--- src/virp_regfile.sv ---
// Register file with one write port, one registered read port and per-entry valid bits.
module virp_regfile #(
  parameter int DEPTH = 16,
  parameter int WIDTH = 8,
  localparam int AW = (DEPTH > 1) ? $clog2(DEPTH) : 1
) (
  input  logic             clk,
  input  logic             rst_n,
  input  logic             wr_en,
  input  logic [AW-1:0]    wr_addr,
  input  logic [WIDTH-1:0] wr_data,
  input  logic [AW-1:0]    rd_addr,
  output logic [WIDTH-1:0] rd_data
);

  logic [WIDTH-1:0] mem [DEPTH];
  logic [DEPTH-1:0] vld_r;
  logic [WIDTH-1:0] rd_q_r;
  logic             rd_vld_r;

  always_ff @(posedge clk) begin
    if (wr_en) begin
      mem[wr_addr] <= wr_data;
    end
    rd_q_r <= mem[rd_addr];
  end

  // Entries never written read as zero
  always_ff @(posedge clk) begin
    if (!rst_n) begin
      vld_r    <= '0;
      rd_vld_r <= 1'b0;
    end else begin
      if (wr_en) begin
        vld_r[wr_addr] <= 1'b1;
      end
      rd_vld_r <= vld_r[rd_addr];
    end
  end

  assign rd_data = rd_vld_r ? rd_q_r : '0;

endmodule

--- config.mk ---
export PLATFORM = sky130hd
export DESIGN_NAME = virp_regfile
export DESIGN_NICKNAME = d
export VERILOG_FILES = /design/src/virp_regfile.sv
export SDC_FILE = /design/constraint.sdc
export NUM_CORES = 1
export LEC_CHECK = 0
export BUFFER_PORTS_ARGS = -buffer_cell sky130_fd_sc_hd__buf_2
export CORE_AREA = 5 5 167 89
export DETAILED_ROUTE_END_ITERATION = 7
export DIE_AREA = 0 0 172 94
export SLEW_MARGIN = 25
export SYNTH_ARGS = -nofsm -noshare
export SYNTH_HDL_FRONTEND = slang
export SYNTH_SLANG_ARGS = --single-unit
--- constraint.sdc ---
create_clock -name clk -period 2.4 [get_ports clk]
set_input_delay 0.24 -clock clk [delete_from_list [all_inputs] [get_ports clk]]
set_output_delay 0.24 -clock clk [all_outputs]
set_load 0.02 [all_outputs]
; After elaboration in Yosys (flattened, before gate mapping)
; Memories as Yosys holds them, arrays and structs flattened. A register that Yosys moved wholly into a read port is not among the register bits.
; Cells that the tools add are included.
[classes]
n_lt_le_gt_ge = 3
muxes = 7
bitwise = 1
n_reduce_logical = 1
[op_table]
columns = op, count
row1 = OR 16 bit, 1
row2 = "< comparator 4 x 5 -> 1 bit, second input constant", 2
row3 = two-way mux 8 bit, 1
row4 = binary-select mux 1 bit (select 4 bit), 1
row5 = demux 1 bit (select 4 bit), 1
row6 = "greater-or-equal comparator 4 x 1 -> 1 bit, second input constant", 1
row7 = two-way mux 1 bit, 4
row8 = logical AND 1 bit, 1
[totals]
ff_bits = 17
ramBits = 128
input_bits = 19
out_inout_bits = 8
wordCells = 15
mem_count = 1
[memory_table]
columns = name, words, word_bits, read_ports, rd_clocked_by_memory_dff, wr, line_no
row1 = mem, 16, 8, 1, 1, 1, 16  ; logic [WIDTH-1:0] mem [DEPTH];

; Depth between registers and ports, before layout
[logic_depth]
ltp_word = 5
mapped_depth = 6
mapped_depth_nobuf = 4

; Worst setup path after synthesis
; Ideal clock, no wire load.
[synth_path]
kind = input -> register
start = input wr_addr[2]
end = memory mem[0][0], enable pin
setup_time_ns = 0.386
t_arrival_ns = 1.400
required_ns = 2.014
path_slack_ns = 0.614
stages = 2
path_buffers = 0
path_cell_list = or3b_2 nor3_1
[synth_rtl]
columns = element, line_no
row1 = from (decl), 10  ; input logic [AW-1:0] wr_addr,
row2 = to (decl), 16
; Straight into the memory's write port.

; Worst setup path in the final report
[layout_path]
start = register rd_vld_r
end = output rd_data[2]
[layout_between]
elab_chain_len = 1
[layout_rtl]
columns = element, line_no
row1 = from (decl), 19  ; logic rd_vld_r;
row2 = from (signal assigned), 37  ; rd_vld_r <= vld_r[rd_addr];
row3 = two-way mux 8 bit, 41  ; assign rd_data = rd_vld_r ? rd_q_r : '0;
row4 = to (decl), 13  ; output logic [WIDTH-1:0] rd_data
; No other way between the ends.

==> impl_metrics.py <==
metrics = {
    "critical_path": {
        "start_kind": "flop",
        "endpoint_kind": "primary output",
        "critPathArrivalTime_ns": 1.32,
        "path_buf_inv": 1,
        "crit_chain": "and2_1 -> buf_2",
        "critPathTopFamily": "flip-flops",
        "cp_slowest_cell": "dfxtp_1",
        "cp.required_ns": 2.16,
        "criticalPathCategory": "flop to primary output",
        "critPathMaxStageDelay_ns": 0.56,
        "crit_fanout": 8,
    },
    "timing": {
        "skew_ns": 0.00697,
        "rsz0062_at_grt": "no",
        "fin_tns_setup_ns": 0,
        "slew_headroom_pct": 52.4,
        "clock.fmax_mhz": 640,
        "hold_violations": 0,
        "maxSlewViolCount": 0,
        "layout_setup_ws_ns": 0.836,
        "period_minus_slack_ns": 1.56,
        "setup-violations-final": 0,
        "fin_crit_sh_pct": 65.2,
        "worst_slew_pin_slew_ns": 0.712,
    },
    "detailed_routing": {
        "vias_per_cell": 5.43,
        "dr.pass1.iters": 4,
        "drc": 0,
        "drtAntennaViolNets": 0,
        "drt_iter0_markers": 190,
        "wirelength_mm": 11.6,
        "routedWlPerCell_um": 21.9,
        "vias": 2885,
    },
    "synth": {
        "synth_area_leaders": "edfxtp_1 (66%), dfxtp_1 (8.6%), mux4_2 (7.4%)",
        "synth_edf_count": 128,
        "synth_top_area_share_pct": 66.2,
        "synth_compound_area_share_pct": 4.51,
        "synth-seq-cells": 153,
        "netlist_instances": 290,
        "synth_top_family_by_area": "multiplexers",
        "synth-async-reset-ratio_pct": 0,
        "synth_area_per_cell_um2": 20.0,
        "ys_seq_area_share_pct": 74.9,
        "yosysWarningCount": 0,
        "yosys_most_used_dff": "edfxtp_1",
        "synth_commonest_cells": "edfxtp_1 (128), dfxtp_1 (25), mux4_2 (19)",
        "synth_fa_ha_area_share_pct": 0,
        "syn_area_um2": 5800,
        "synth_top_area_cell": "edfxtp_1",
        "synth.most_common_cell": "edfxtp_1",
        "synth_xor_area_share_pct": 0,
        "synthMuxAreaShare_pct": 14.9,
        "yosysUniqueCellTypes": 24,
        "synth-simple-area-share_pct": 4.25,
        "syn-num-nets": 309,
    },
    "cells_and_area": {
        "stdcell_area_um2": 6840,
        "fill_cells": 1055,
        "drive_gt1_share_pct": 27.3,
        "fin_nets": 361,
        "syn2layout_area_growth_pct": 17.9,
        "antennaDiodeCount": 0,
        "final_core_util_pct": 51.8,
    },
    "placement": {
        "hpwl_mm": 7.76,
        "gp_congestion": 0.793,
        "pre_cts_slack_ns": 0.483,
        "place_area_um2": 6250,
        "io_buffers": 26,
    },
    "hold_path": {
        "worstHoldPathType": "primary input to flop",
    },
    "clock_tree": {
        "cts_tree": "built",
        "postCtsHoldBufs": 0,
        "cts.sinks": 153,
        "ctsResizeCount": 0,
        "insertion_delay_ns": 0.41,
        "clock_path_buffers": 2,
        "clk_root_buffer_cell": "clkbuf_16",
        "clk_transition_reported_paths_ns": 0.06,
        "cts.htree.levels": 4,
        "post_cts_buffers": 0,
        "cts_made_buffers": 17,
    },
    "die": {
        "core-area_um2": 13200,
        "die_w_um": 172,
        "initial_utilization_pct": 43.9,
        "pin_count": 27,
        "rows": 30,
        "dieHeight_um": 94,
        "die_area_um2": 16200,
    },
    "global_route": {
        "antenna_found_initial": 0,
        "grt_max_degree": 38,
        "grt_pass1_vias": 3020,
        "grt_pass1_wl_mm": 17.8,
        "gr-total-overflow": 0,
        "grt_util_all_layers_pct": 15.5,
    },
    "power_and_ir_drop": {
        "irDropWorstVdd_mv": 0.445,
        "finalPower_mw": 5.88,
        "p_leak_nw": 2.37,
        "cellPowerDensity_nw_per_um2": 860,
    },
    "job": {
        "cap_violations": 0,
    },
    "run_status": {
        "outcome": "finished, final reports clean",
    },
}
## placed cells by master (no fill, tap or decap), types with 3 or more instances in the layout
cell	instances
mux4_2	19
inv_6	3
nand2b_1	3
buf_2	26
and2_1	9
mux4_1	15
a22oi_1	16
mux2i_1	4
nor3_1	4
nand2_1	12
clkbuf_16	17
dfxtp_1	25
clkinvlp_4	3
buf_4	19
o21a_1	16
nand3_1	3
edfxtp_1	128
inv_8	3
nor2b_1	3
nor2_1	13
## metrics by stage
| stage | std cells | hold slack, ns |
|---|---|---|
| floorplan | 290 | 0.339 |
| global placement | 499 | 0.443 |
| detailed placement | 499 | 0.450 |
| CTS | 531 | 0.118 |
| global route | 531 | 0.121 |
| finish | 531 | 0.144 |
## kinds of logic (layout without fill, tap and decap cells)
| family | Yosys count | in the layout |
|---|---|---|
| compound gates | 35 | 35 |
| mux | 38 | 38 |
| flops | 153 | 153 |
| buf+inv | 14 | 79 |
| simple gates | 50 | 50 |
## worst reg2reg max path, delay by kind of cell (launching register included)
family	cells	cell delay [ns]
mux	1	0.47
flops	1	0.35
simple gates	1	0.10
compound gates	1	0.35
## final timing paths
kind / from / slack, ns / endpoint / cells past startpoint
min: rd_addr[3] / 0.14 / rd_vld_r$_SDFF_PN0_ / 3
max: rd_vld_r$_SDFF_PN0_ / 0.84 / rd_data[2] / 2
min reg2reg: vld_r[0]$_SDFFE_PN0P_ / 0.46 / vld_r[0]$_SDFFE_PN0P_ / 1
max reg2reg: mem[7][6]$_DFFE_PP_ / 1.01 / rd_q_r[6]$_DFF_P_ / 3
## power breakdown
group	switching, mW	internal [mW]	leakage, nW	total, mW
Sequential	0.0205	2.94	1.36	2.96
Clock	1.09	1.56	0.281	2.64
Combinational	0.155	0.117	0.725	0.272
## layout make-up
class / instances / area (µm²) / share of cell area (%)
sequential: 153 / 4340 / 63.5
multi-input combinational: 123 / 1370 / 20.0
clock buffer: 17 / 425 / 6.22
timing repair buffer: 47 / 313 / 4.57
tap: 176 / 220 / 3.22
clock inverter: 15 / 168 / 2.45
## state kept, by name (all words and copies together), names as in the netlist
name,count
mem,128
rd_q_r,8
vld_r,16
rd_vld_r,1
## routing by layer
metal  part of all wire [%]  track usage (%)  up-vias
li1                       -                -     1298
met5                      0                0        -
met2                     45             22.8       86
met3                    7.0             4.29       12
met4                   0.93             4.51        0
met1                     47             22.6     1489
(Power assumes the default switching activity.)
